==> src/hw/rtl/rau_pkg.sv <==
// shared types, constants and helper functions of the rational arithmetic unit
`default_nettype none
package rau_pkg;

   localparam int OPERAND_WIDTH = 16;
   localparam int FIELD_W = 16;
   localparam int MAG_W = 2 * OPERAND_WIDTH;
   localparam int NUM_W = 34;
   localparam int DEN_W = 32;
   localparam int EXT_W = (MAG_W > NUM_W) ? MAG_W : NUM_W;
   localparam int OP_EXT_W = (OPERAND_WIDTH > FIELD_W) ? OPERAND_WIDTH : FIELD_W;
   localparam int CNT_W = $clog2(MAG_W + 1);

   typedef enum logic [2:0] {
      ACT_ADD    = 3'd0,
      ACT_SUB    = 3'd1,
      ACT_MUL    = 3'd2,
      ACT_DIV    = 3'd3,
      ACT_REDUCE = 3'd4,
      ACT_INC    = 3'd5,
      ACT_DEC    = 3'd6,
      ACT_CMP    = 3'd7
   } action_type;

   localparam logic [1:0] ERR_NONE     = 2'd0;
   localparam logic [1:0] ERR_ZERO_DEN = 2'd1;
   localparam logic [1:0] ERR_DIV_ZERO = 2'd2;

   localparam logic [1:0] CMP_LESS    = 2'd0;
   localparam logic [1:0] CMP_EQUAL   = 2'd1;
   localparam logic [1:0] CMP_GREATER = 2'd2;

   typedef enum logic [3:0] {
      ST_IDLE,
      ST_MUL0,
      ST_MUL1,
      ST_MUL2,
      ST_SUM,
      ST_GCD_GO,
      ST_GCD_WAIT,
      ST_DIVN_GO,
      ST_DIVN_WAIT,
      ST_DIVD_GO,
      ST_DIVD_WAIT,
      ST_FINISH
   } state_type;

   typedef struct packed {
      logic [2:0]          action;
      logic signed [15:0]  left_num;
      logic signed [15:0]  left_den;
      logic signed [15:0]  right_num;
      logic signed [15:0]  right_den;
   } req_type;

   typedef struct packed {
      logic signed [NUM_W-1:0] result_num;
      logic [DEN_W-1:0]        result_den;
      logic [1:0]              compare_result;
      logic [1:0]              error_code;
   } rsp_type;

   typedef struct packed {
      logic                     neg;
      logic [OPERAND_WIDTH-1:0] mag;
   } op_smag_type;

   typedef struct packed {
      logic             neg;
      logic [MAG_W-1:0] mag;
   } wide_smag_type;

   typedef struct packed {
      logic start;
   } unit_ctrl_type;

   typedef struct packed {
      logic done;
   } unit_status_type;

   // two's complement field to sign and magnitude over OPERAND_WIDTH bits
   function automatic op_smag_type take_operand(logic [FIELD_W-1:0] raw);
      logic [OP_EXT_W-1:0]      wide;
      logic [OPERAND_WIDTH-1:0] v;
      op_smag_type              r;
      wide = OP_EXT_W'(raw);
      v = wide[OPERAND_WIDTH-1:0];
      r.neg = v[OPERAND_WIDTH-1];
      r.mag = r.neg ? (~v + OPERAND_WIDTH'(1)) : v;
      return r;
   endfunction

   function automatic wide_smag_type sm_add(wide_smag_type a, wide_smag_type b);
      wide_smag_type r;
      if (a.neg == b.neg) begin
         r.mag = a.mag + b.mag;
         r.neg = a.neg;
      end else if (a.mag >= b.mag) begin
         r.mag = a.mag - b.mag;
         r.neg = a.neg;
      end else begin
         r.mag = b.mag - a.mag;
         r.neg = b.neg;
      end
      if (r.mag == '0) begin
         r.neg = 1'b0;
      end
      return r;
   endfunction

endpackage
`default_nettype wire

==> src/hw/rtl/rau_gcd.sv <==
// iterative binary gcd, one subtract or shift step per cycle
`default_nettype none
module rau_gcd import rau_pkg::*; (
   input  wire logic            clock,
   input  wire logic            reset,
   input  wire unit_ctrl_type   ctrl,
   input  wire logic [MAG_W-1:0] a_in,
   input  wire logic [MAG_W-1:0] b_in,
   output unit_status_type      status,
   output logic [MAG_W-1:0]     gcd_out
);

   logic [MAG_W-1:0] a_ff, a_in_nx;
   logic [MAG_W-1:0] b_ff, b_in_nx;
   logic [CNT_W-1:0] k_ff, k_in;
   logic             busy_ff, busy_in;
   logic             done_ff, done_in;

   always_comb begin
      a_in_nx = a_ff;
      b_in_nx = b_ff;
      k_in = k_ff;
      busy_in = busy_ff;
      done_in = 1'b0;
      if (ctrl.start) begin
         a_in_nx = a_in;
         b_in_nx = b_in;
         k_in = '0;
         busy_in = 1'b1;
      end else if (busy_ff) begin
         if (b_ff == '0) begin
            busy_in = 1'b0;
            done_in = 1'b1;
         end else if (!a_ff[0] && !b_ff[0]) begin
            // common factor of two
            a_in_nx = a_ff >> 1;
            b_in_nx = b_ff >> 1;
            k_in = k_ff + CNT_W'(1);
         end else if (!a_ff[0]) begin
            a_in_nx = a_ff >> 1;
         end else if (!b_ff[0]) begin
            b_in_nx = b_ff >> 1;
         end else if (a_ff > b_ff) begin
            a_in_nx = b_ff;
            b_in_nx = a_ff - b_ff;
         end else begin
            b_in_nx = b_ff - a_ff;
         end
      end
   end

   always_ff @(posedge clock) begin
      if (reset) begin
         busy_ff <= 1'b0;
         done_ff <= 1'b0;
      end else begin
         busy_ff <= busy_in;
         done_ff <= done_in;
      end
   end

   always_ff @(posedge clock) begin
      a_ff <= a_in_nx;
      b_ff <= b_in_nx;
      k_ff <= k_in;
   end

   assign status.done = done_ff;
   assign gcd_out = a_ff << k_ff;

endmodule
`default_nettype wire

==> src/hw/rtl/rau_div.sv <==
// restoring divider, one quotient bit per cycle
`default_nettype none
module rau_div import rau_pkg::*; (
   input  wire logic             clock,
   input  wire logic             reset,
   input  wire unit_ctrl_type    ctrl,
   input  wire logic [MAG_W-1:0] dividend,
   input  wire logic [MAG_W-1:0] divisor,
   output unit_status_type       status,
   output logic [MAG_W-1:0]      quotient
);

   logic [MAG_W:0]   rem_ff, rem_in;
   logic [MAG_W-1:0] quo_ff, quo_in;
   logic [MAG_W-1:0] dvs_ff, dvs_in;
   logic [CNT_W-1:0] cnt_ff, cnt_in;
   logic             busy_ff, busy_in;
   logic             done_ff, done_in;
   logic [MAG_W:0]   shifted;
   logic [MAG_W:0]   diff;

   always_comb begin
      shifted = {rem_ff[MAG_W-1:0], quo_ff[MAG_W-1]};
      diff = shifted - {1'b0, dvs_ff};
      rem_in = rem_ff;
      quo_in = quo_ff;
      dvs_in = dvs_ff;
      cnt_in = cnt_ff;
      busy_in = busy_ff;
      done_in = 1'b0;
      if (ctrl.start) begin
         rem_in = '0;
         quo_in = dividend;
         dvs_in = divisor;
         cnt_in = CNT_W'(MAG_W);
         busy_in = 1'b1;
      end else if (busy_ff) begin
         // dividend bits leave the top as quotient bits enter the bottom
         if (!diff[MAG_W]) begin
            rem_in = diff;
            quo_in = {quo_ff[MAG_W-2:0], 1'b1};
         end else begin
            rem_in = shifted;
            quo_in = {quo_ff[MAG_W-2:0], 1'b0};
         end
         cnt_in = cnt_ff - CNT_W'(1);
         if (cnt_ff == CNT_W'(1)) begin
            busy_in = 1'b0;
            done_in = 1'b1;
         end
      end
   end

   always_ff @(posedge clock) begin
      if (reset) begin
         busy_ff <= 1'b0;
         done_ff <= 1'b0;
      end else begin
         busy_ff <= busy_in;
         done_ff <= done_in;
      end
   end

   always_ff @(posedge clock) begin
      rem_ff <= rem_in;
      quo_ff <= quo_in;
      dvs_ff <= dvs_in;
      cnt_ff <= cnt_in;
   end

   assign status.done = done_ff;
   assign quotient = quo_ff;

endmodule
`default_nettype wire

==> src/hw/rtl/rational_arithmetic_unit_top.sv <==
// steps from the accept cycle: accept, three multiply steps, add, gcd start, a gcd that takes
// one shift or subtract step per cycle, two divisions (numerator, then denominator), finish;
// error items go from accept straight to finish, compare and zero results from the add to finish
// throughput: one item at a time, the next beat is taken once the result sits in the output
// register; reset: synchronous, clears the sequencer and the result valid; no storage to clear
`default_nettype none
module rational_arithmetic_unit_top import rau_pkg::*; (
   input  wire logic    clock,
   input  wire logic    reset,
   input  wire logic    req_valid,
   output logic         req_stall,
   input  wire req_type req_data,
   output logic         rsp_valid,
   input  wire logic    rsp_stall,
   output rsp_type      rsp_data
);

   state_type       state_ff, state_in;
   action_type      action_ff;
   op_smag_type     ln_ff, ld_ff, rn_ff, rd_ff;
   op_smag_type     ln_dec, ld_dec, rn_dec, rd_dec;
   wide_smag_type   p1_ff, p2_ff, den_ff, num_ff;
   wide_smag_type   mul_out, sum;
   logic [MAG_W-1:0] g_ff;
   logic [MAG_W-1:0] res_mag_ff;
   logic             res_neg_ff;
   logic [MAG_W-1:0] res_den_ff;
   logic [1:0]       cmp_ff;
   logic [1:0]       err_ff;
   logic [1:0]       err_dec;
   logic             uses_right;
   logic             req_accept;
   logic             rsp_load;
   logic             rsp_valid_ff;
   rsp_type          rsp_data_ff;
   logic [OPERAND_WIDTH-1:0] mx, my;
   logic             mneg;
   logic [MAG_W-1:0] prod;
   logic [1:0]       cmp_code;
   unit_ctrl_type    gcd_ctrl, div_ctrl;
   unit_status_type  gcd_st, div_st;
   logic [MAG_W-1:0] gcd_val;
   logic [MAG_W-1:0] div_quo;
   logic [MAG_W-1:0] div_dividend;
   logic [EXT_W-1:0] num_ext, num_wide, den_ext;

   assign req_stall = (state_ff != ST_IDLE);
   assign req_accept = req_valid && !req_stall;

   // operand decode and input checks
   always_comb begin
      ln_dec = take_operand(req_data.left_num);
      ld_dec = take_operand(req_data.left_den);
      rn_dec = take_operand(req_data.right_num);
      rd_dec = take_operand(req_data.right_den);
      uses_right = !(req_data.action == ACT_REDUCE || req_data.action == ACT_INC ||
                     req_data.action == ACT_DEC);
      if (ld_dec.mag == '0 || (uses_right && rd_dec.mag == '0)) begin
         err_dec = ERR_ZERO_DEN;
      end else if (req_data.action == ACT_DIV && rn_dec.mag == '0) begin
         err_dec = ERR_DIV_ZERO;
      end else begin
         err_dec = ERR_NONE;
      end
   end

   // operand selection for the shared multiplier
   always_comb begin
      mx = '0;
      my = '0;
      mneg = 1'b0;
      case (state_ff)
         ST_MUL0: begin
            mx = ln_ff.mag;
            case (action_ff) inside
               ACT_ADD, ACT_SUB, ACT_DIV: begin
                  my = rd_ff.mag;
                  mneg = ln_ff.neg ^ rd_ff.neg;
               end
               ACT_CMP: begin
                  my = rd_ff.mag;
                  mneg = ln_ff.neg ^ ld_ff.neg;
               end
               ACT_MUL: begin
                  my = rn_ff.mag;
                  mneg = ln_ff.neg ^ rn_ff.neg;
               end
               default: begin
                  my = OPERAND_WIDTH'(1);
                  mneg = ln_ff.neg;
               end
            endcase
         end
         ST_MUL1: begin
            // second term, already negated where it is subtracted
            case (action_ff)
               ACT_ADD: begin
                  mx = ld_ff.mag;
                  my = rn_ff.mag;
                  mneg = ld_ff.neg ^ rn_ff.neg;
               end
               ACT_SUB: begin
                  mx = ld_ff.mag;
                  my = rn_ff.mag;
                  mneg = !(ld_ff.neg ^ rn_ff.neg);
               end
               ACT_CMP: begin
                  mx = rn_ff.mag;
                  my = ld_ff.mag;
                  mneg = !(rn_ff.neg ^ rd_ff.neg);
               end
               ACT_INC: begin
                  mx = ld_ff.mag;
                  my = OPERAND_WIDTH'(1);
                  mneg = ld_ff.neg;
               end
               ACT_DEC: begin
                  mx = ld_ff.mag;
                  my = OPERAND_WIDTH'(1);
                  mneg = !ld_ff.neg;
               end
               default: begin
                  mx = '0;
               end
            endcase
         end
         ST_MUL2: begin
            mx = ld_ff.mag;
            case (action_ff) inside
               ACT_ADD, ACT_SUB, ACT_MUL: begin
                  my = rd_ff.mag;
                  mneg = ld_ff.neg ^ rd_ff.neg;
               end
               ACT_DIV: begin
                  my = rn_ff.mag;
                  mneg = ld_ff.neg ^ rn_ff.neg;
               end
               default: begin
                  my = OPERAND_WIDTH'(1);
                  mneg = ld_ff.neg;
               end
            endcase
         end
         default: begin
            mx = '0;
         end
      endcase
      prod = MAG_W'(mx) * MAG_W'(my);
      mul_out.mag = prod;
      mul_out.neg = mneg;
   end

   always_comb begin
      sum = sm_add(p1_ff, p2_ff);
      if (sum.mag == '0) begin
         cmp_code = CMP_EQUAL;
      end else if (sum.neg) begin
         cmp_code = CMP_LESS;
      end else begin
         cmp_code = CMP_GREATER;
      end
   end

   assign div_dividend = (state_ff == ST_DIVN_GO) ? num_ff.mag : den_ff.mag;

   // sequencer
   always_comb begin
      state_in = state_ff;
      gcd_ctrl.start = 1'b0;
      div_ctrl.start = 1'b0;
      rsp_load = 1'b0;
      unique case (state_ff)
         ST_IDLE: begin
            if (req_accept) begin
               state_in = (err_dec != ERR_NONE) ? ST_FINISH : ST_MUL0;
            end
         end
         ST_MUL0: state_in = ST_MUL1;
         ST_MUL1: state_in = ST_MUL2;
         ST_MUL2: state_in = ST_SUM;
         ST_SUM: begin
            if (action_ff == ACT_CMP || sum.mag == '0) begin
               state_in = ST_FINISH;
            end else begin
               state_in = ST_GCD_GO;
            end
         end
         ST_GCD_GO: begin
            gcd_ctrl.start = 1'b1;
            state_in = ST_GCD_WAIT;
         end
         ST_GCD_WAIT: begin
            if (gcd_st.done) begin
               state_in = ST_DIVN_GO;
            end
         end
         ST_DIVN_GO: begin
            div_ctrl.start = 1'b1;
            state_in = ST_DIVN_WAIT;
         end
         ST_DIVN_WAIT: begin
            if (div_st.done) begin
               state_in = ST_DIVD_GO;
            end
         end
         ST_DIVD_GO: begin
            div_ctrl.start = 1'b1;
            state_in = ST_DIVD_WAIT;
         end
         ST_DIVD_WAIT: begin
            if (div_st.done) begin
               state_in = ST_FINISH;
            end
         end
         ST_FINISH: begin
            // wait for the output register to free up
            if (!rsp_valid_ff || !rsp_stall) begin
               rsp_load = 1'b1;
               state_in = ST_IDLE;
            end
         end
         default: state_in = ST_IDLE;
      endcase
   end

   always_ff @(posedge clock) begin
      if (reset) begin
         state_ff <= ST_IDLE;
         rsp_valid_ff <= 1'b0;
      end else begin
         state_ff <= state_in;
         if (rsp_load) begin
            rsp_valid_ff <= 1'b1;
         end else if (!rsp_stall) begin
            rsp_valid_ff <= 1'b0;
         end
      end
   end

   always_ff @(posedge clock) begin
      if (state_ff == ST_IDLE && req_accept) begin
         action_ff <= action_type'(req_data.action);
         ln_ff <= ln_dec;
         ld_ff <= ld_dec;
         rn_ff <= rn_dec;
         rd_ff <= rd_dec;
         res_mag_ff <= '0;
         res_neg_ff <= 1'b0;
         res_den_ff <= MAG_W'(1);
         cmp_ff <= CMP_LESS;
         err_ff <= err_dec;
      end
      if (state_ff == ST_MUL0) begin
         p1_ff <= mul_out;
      end
      if (state_ff == ST_MUL1) begin
         p2_ff <= mul_out;
      end
      if (state_ff == ST_MUL2) begin
         den_ff <= mul_out;
      end
      if (state_ff == ST_SUM) begin
         num_ff <= sum;
         if (action_ff == ACT_CMP) begin
            cmp_ff <= cmp_code;
         end
      end
      if (state_ff == ST_GCD_WAIT && gcd_st.done) begin
         g_ff <= gcd_val;
      end
      if (state_ff == ST_DIVN_WAIT && div_st.done) begin
         res_mag_ff <= div_quo;
         res_neg_ff <= num_ff.neg ^ den_ff.neg;
      end
      if (state_ff == ST_DIVD_WAIT && div_st.done) begin
         res_den_ff <= div_quo;
      end
      if (rsp_load) begin
         rsp_data_ff.result_num <= num_wide[NUM_W-1:0];
         rsp_data_ff.result_den <= den_ext[DEN_W-1:0];
         rsp_data_ff.compare_result <= cmp_ff;
         rsp_data_ff.error_code <= err_ff;
      end
   end

   assign num_ext = EXT_W'(res_mag_ff);
   assign num_wide = res_neg_ff ? (EXT_W'(0) - num_ext) : num_ext;
   assign den_ext = EXT_W'(res_den_ff);

   rau_gcd u_gcd (
      .clock   (clock),
      .reset   (reset),
      .ctrl    (gcd_ctrl),
      .a_in    (num_ff.mag),
      .b_in    (den_ff.mag),
      .status  (gcd_st),
      .gcd_out (gcd_val)
   );

   rau_div u_div (
      .clock    (clock),
      .reset    (reset),
      .ctrl     (div_ctrl),
      .dividend (div_dividend),
      .divisor  (g_ff),
      .status   (div_st),
      .quotient (div_quo)
   );

   assign rsp_valid = rsp_valid_ff;
   assign rsp_data = rsp_data_ff;

   a_busy_after_beat: assert property (@(posedge clock) disable iff (reset)
      req_accept |=> req_stall)
      else $error("no busy after accepted beat");

   a_finish_loads: assert property (@(posedge clock) disable iff (reset)
      (state_ff == ST_FINISH && (!rsp_valid_ff || !rsp_stall)) |=> (rsp_valid && !req_stall))
      else $error("finished result not presented");

   a_error_is_zero: assert property (@(posedge clock) disable iff (reset)
      (rsp_valid && rsp_data.error_code != ERR_NONE) |->
         (rsp_data.result_num == '0 && rsp_data.result_den == DEN_W'(1) &&
          rsp_data.compare_result == CMP_LESS))
      else $error("error beat carries a value");

   a_units_exclusive: assert property (@(posedge clock) disable iff (reset)
      !(gcd_ctrl.start && div_ctrl.start))
      else $error("gcd and divider started together");

endmodule
`default_nettype wire

==> config.mk <==
export PLATFORM = sky130hd
export DESIGN_NAME = rational_arithmetic_unit_top
export DESIGN_NICKNAME = d
export VERILOG_FILES = /design/src/hw/rtl/rau_pkg.sv /design/src/hw/rtl/rau_gcd.sv /design/src/hw/rtl/rau_div.sv /design/src/hw/rtl/rational_arithmetic_unit_top.sv
export SDC_FILE = /design/constraint.sdc
export NUM_CORES = 2
export LEC_CHECK = 0
export ABC_AREA = 1
export BUFFER_PORTS_ARGS = -buffer_cell sky130_fd_sc_hd__buf_2
export CAP_MARGIN = 20
export CORE_UTILIZATION = 55
export DETAILED_ROUTE_END_ITERATION = 10
export GPL_TIMING_DRIVEN = 0
export PLACE_DENSITY_LB_ADDON = 0.08
export REMOVE_ABC_BUFFERS = 1
export SLEW_MARGIN = 20
export SYNTH_ARGS = -nofsm -noshare
export SYNTH_HDL_FRONTEND = slang
export SYNTH_SLANG_ARGS = --single-unit
export TNS_END_PERCENT = 30
==> constraint.sdc <==
create_clock -name clock -period 19.8 [get_ports clock]
set_clock_uncertainty 0.2 [all_clocks]
set_input_delay 0.99 -clock clock [delete_from_list [all_inputs] [get_ports clock]]
set_output_delay 0.99 -clock clock [all_outputs]
set_load 0.02 [all_outputs]
==> impl_metrics.toml <==
[critical_path]
critPathLaunchType = "flop"
crit_arrival_ns = 10.21
max_stage_delay_ns = 0.80
rrSetupSlack_ns = 9.74
crit_path_top_delay_cell = "edfxtp_1"
cp.required_ns = 19.95
crit_fanout = 20
reg2regPathDepth = 27
worst-setup-path-type = "flop to flop"
r2r_start = "action_ff[2]"
r2r-end = "den_ff[19]"
setup.worst_path.end_class = "flop"

[floorplan]
num_rows = 106
die-height_um = 292.5
core-area_um2 = 83560
die_x_um = 292.5
num_io_pins = 143
fp.dieArea_um2 = 85560
start_util = 0.5555

[route]
viasPerCell = 5.552
ant_nets = 0
finalWirelength_um = 139000
drt-pass1-iter-count = 6
route.detailed.drc = 0
drt-initial-drc-count = 3090
routedWlPerCell_um = 19.34
vias = 39910

[clocking]
root_buffer = "clkbuf_16"
post_cts_buffers = 0
cts_max_level = 2
cts.sinks = 554
path_clk_slew_ns = 0.06
clock_latency_ns = 0.67
cts_tree = "yes"
post_cts_resized = 0
clockBufferDepth = 3
cts_buffers = 61
hold_buffers = 0

[timing]
period_minus_slack_ns = 10.06
worstMarginPinSlew_ns = 1.183
fin_crit_sh = 0.5080
clock.fmax_ghz = 0.09941
slew_viol_final = 0
finalHoldViolCount = 0
slew_headroom = 0.2032
tns_ns = 0
setup_violations = 0
rsz0062_at_grt = "false"

[synthesis]
synth_cells = 5985
synth_cell_types = 64
yosysMostFrequentCell = "nand2_1"
synth.avg_cell_area_um2 = 7.756
netlist_top_cells_area = "edfxtp_1 32%, nand2_1 12%, inv_1 9.2%"
synth_ff_type = "edfxtp_1"
yosysSeqAreaShare = 0.3465
syn_area_um2 = 46420
yosysTopAreaCellShare = 0.3228
ys_top_cells_by_count = "1517 x nand2_1, 1140 x inv_1, 499 x edfxtp_1"
synth_area_leader_cell = "edfxtp_1"
async_flop_share = 0
synth_edf_count = 499
ys_seq_elements = 554
yosys_warnings = 0

[layout]
nNetsFinal = 6631
nFillCells = 7657
layout-drive-gt1-share = 0.06843
num_antenna_cells = 0
areaGrowthSynthToFinish_pct = 9.286
design_area_um2 = 50730

[global_route]
grt-ovfl-total = 0
grt_pass1_vias = 38330
grt_max_degree = 92
grt_usage = 0.3243
grt_pass1_wl_um = 214000
antenna_found_initial = 2

[outcome]
outcome = "complete, no violations"

[worst_hold_path]
hold_class = "flop to flop"
min_path_cells = 0
min_from = "res_den_ff[13]"
min_to = "rsp_data[17]"

[placement]
placed_cell_area_um2 = 48720
gp_congestion = 0.9878
port_buffers = 142
dpl.hpwl_um = 113300

[flow_run]
maxCapViolations = 0

[pwr]
peakVddDrop_mv = 0.07745
powerDensity_nw_per_um2 = 121.8
leakagePower_uw = 0.02465
## layout make-up
type                    instances  area [µm²]  share of cell area
clock buffers                  71        1595             0.03145
multi-input cells            4070       25290              0.4985
well taps                    1080        1351             0.02664
clock inverters                42       379.1            0.007473
repair buffers                209        1655             0.03263
flip-flops and latches        554       16090              0.3171
inverters                    1162        4372             0.08618
## critical path: cells and delay by family, from the launching register on
kind | cells | cell delay (ns)
AOI/OAI and AO/OA | 8 | 1.99
adders and majority gates | 7 | 2.98
DFF | 1 | 0.80
buffers and inverters | 5 | 0.54
and+or+nand+nor | 6 | 2.49
xor gates and xnor gates | 1 | 0.71
## cell families after synthesis
kind of cell | share of synthesized area
fa+ha+maj | 0.1677
buf+inv | 0.1134
simple gates | 0.2030
xor+xnor | 0.03736
flops | 0.3465
compound gates | 0.1280
mux | 0.004097
## state kept, by name, summed over array words and instances, names as in the netlist, 17 cells and up
name,count
u_div.dvs_ff,32
rd_ff,17
u_div.rem_ff,32
p2_ff,33
num_ff,33
ln_ff,17
g_ff,32
ld_ff,17
u_div.quotient,32
den_ff,33
rsp_data,69
u_gcd.b_ff,32
rn_ff,17
p1_ff,33
res_den_ff,32
u_gcd.a_ff,32
res_mag_ff,32
## how the worst max path moves through the flow
stage,start,to,slack [ns],cells after the start
after global placement,state_ff[3],den_ff[27],6.20,27
after detailed placement,action_ff[2],den_ff[27],9.52,29
after CTS,action_ff[2],p1_ff[27],9.51,29
after global routing,action_ff[2],p2_ff[27],9.26,29
after floorplan,state_ff[3],den_ff[27],10.68,23
final,action_ff[2],den_ff[19],9.74,27
## through the flow
step	setup WS (ns)	utilization	power [µW]	hold WS, ns	cells
finish	9.741	0.6071	6176	0.2170	7188
global route	9.261	0.6071	6597	0.2165	7188
CTS	9.513	0.6068	6152	0.2178	7187
detailed placement	9.521	0.5831	5009	0.2045	7074
global placement	6.199	0.5695	4890	0.2009	7008
floorplan	10.68	-	3877	0.2003	5786
## power breakdown
group          total (µW)  leakage [µW]  switching [µW]  internal (µW)
Sequential           1710       0.00509             136           1580
Clock                1130      0.000984             486            645
Combinational        3330        0.0186            2320           1020
Total                6180        0.0247            2940           3240
## layout by cell type (no fill, tap or decap), types with 22 or more instances in the layout
master	n
xnor2_1	59
buf_2	142
o22ai_1	67
a21oi_1	382
o211ai_1	60
xor2_1	138
nand4_1	30
buf_4	36
ha_1	302
fa_1	200
nor3_1	65
nand2_1	1514
nor4_1	22
nor2_1	379
clkbuf_16	62
inv_1	1136
edfxtp_1	499
dfxtp_1	54
nand3_1	218
o21ai_0	338
## metal layers
layer  vias to the layer above  global-route usage  wire, µm
met1                     18909              0.4000     56430
met2                      1286              0.5682     68240
met5                         -                   0         0
met3                       321             0.02792      6622
met4                         0              0.1642      7730
li1                      19394                   -         -
Power figures use the tool's default switching activity.
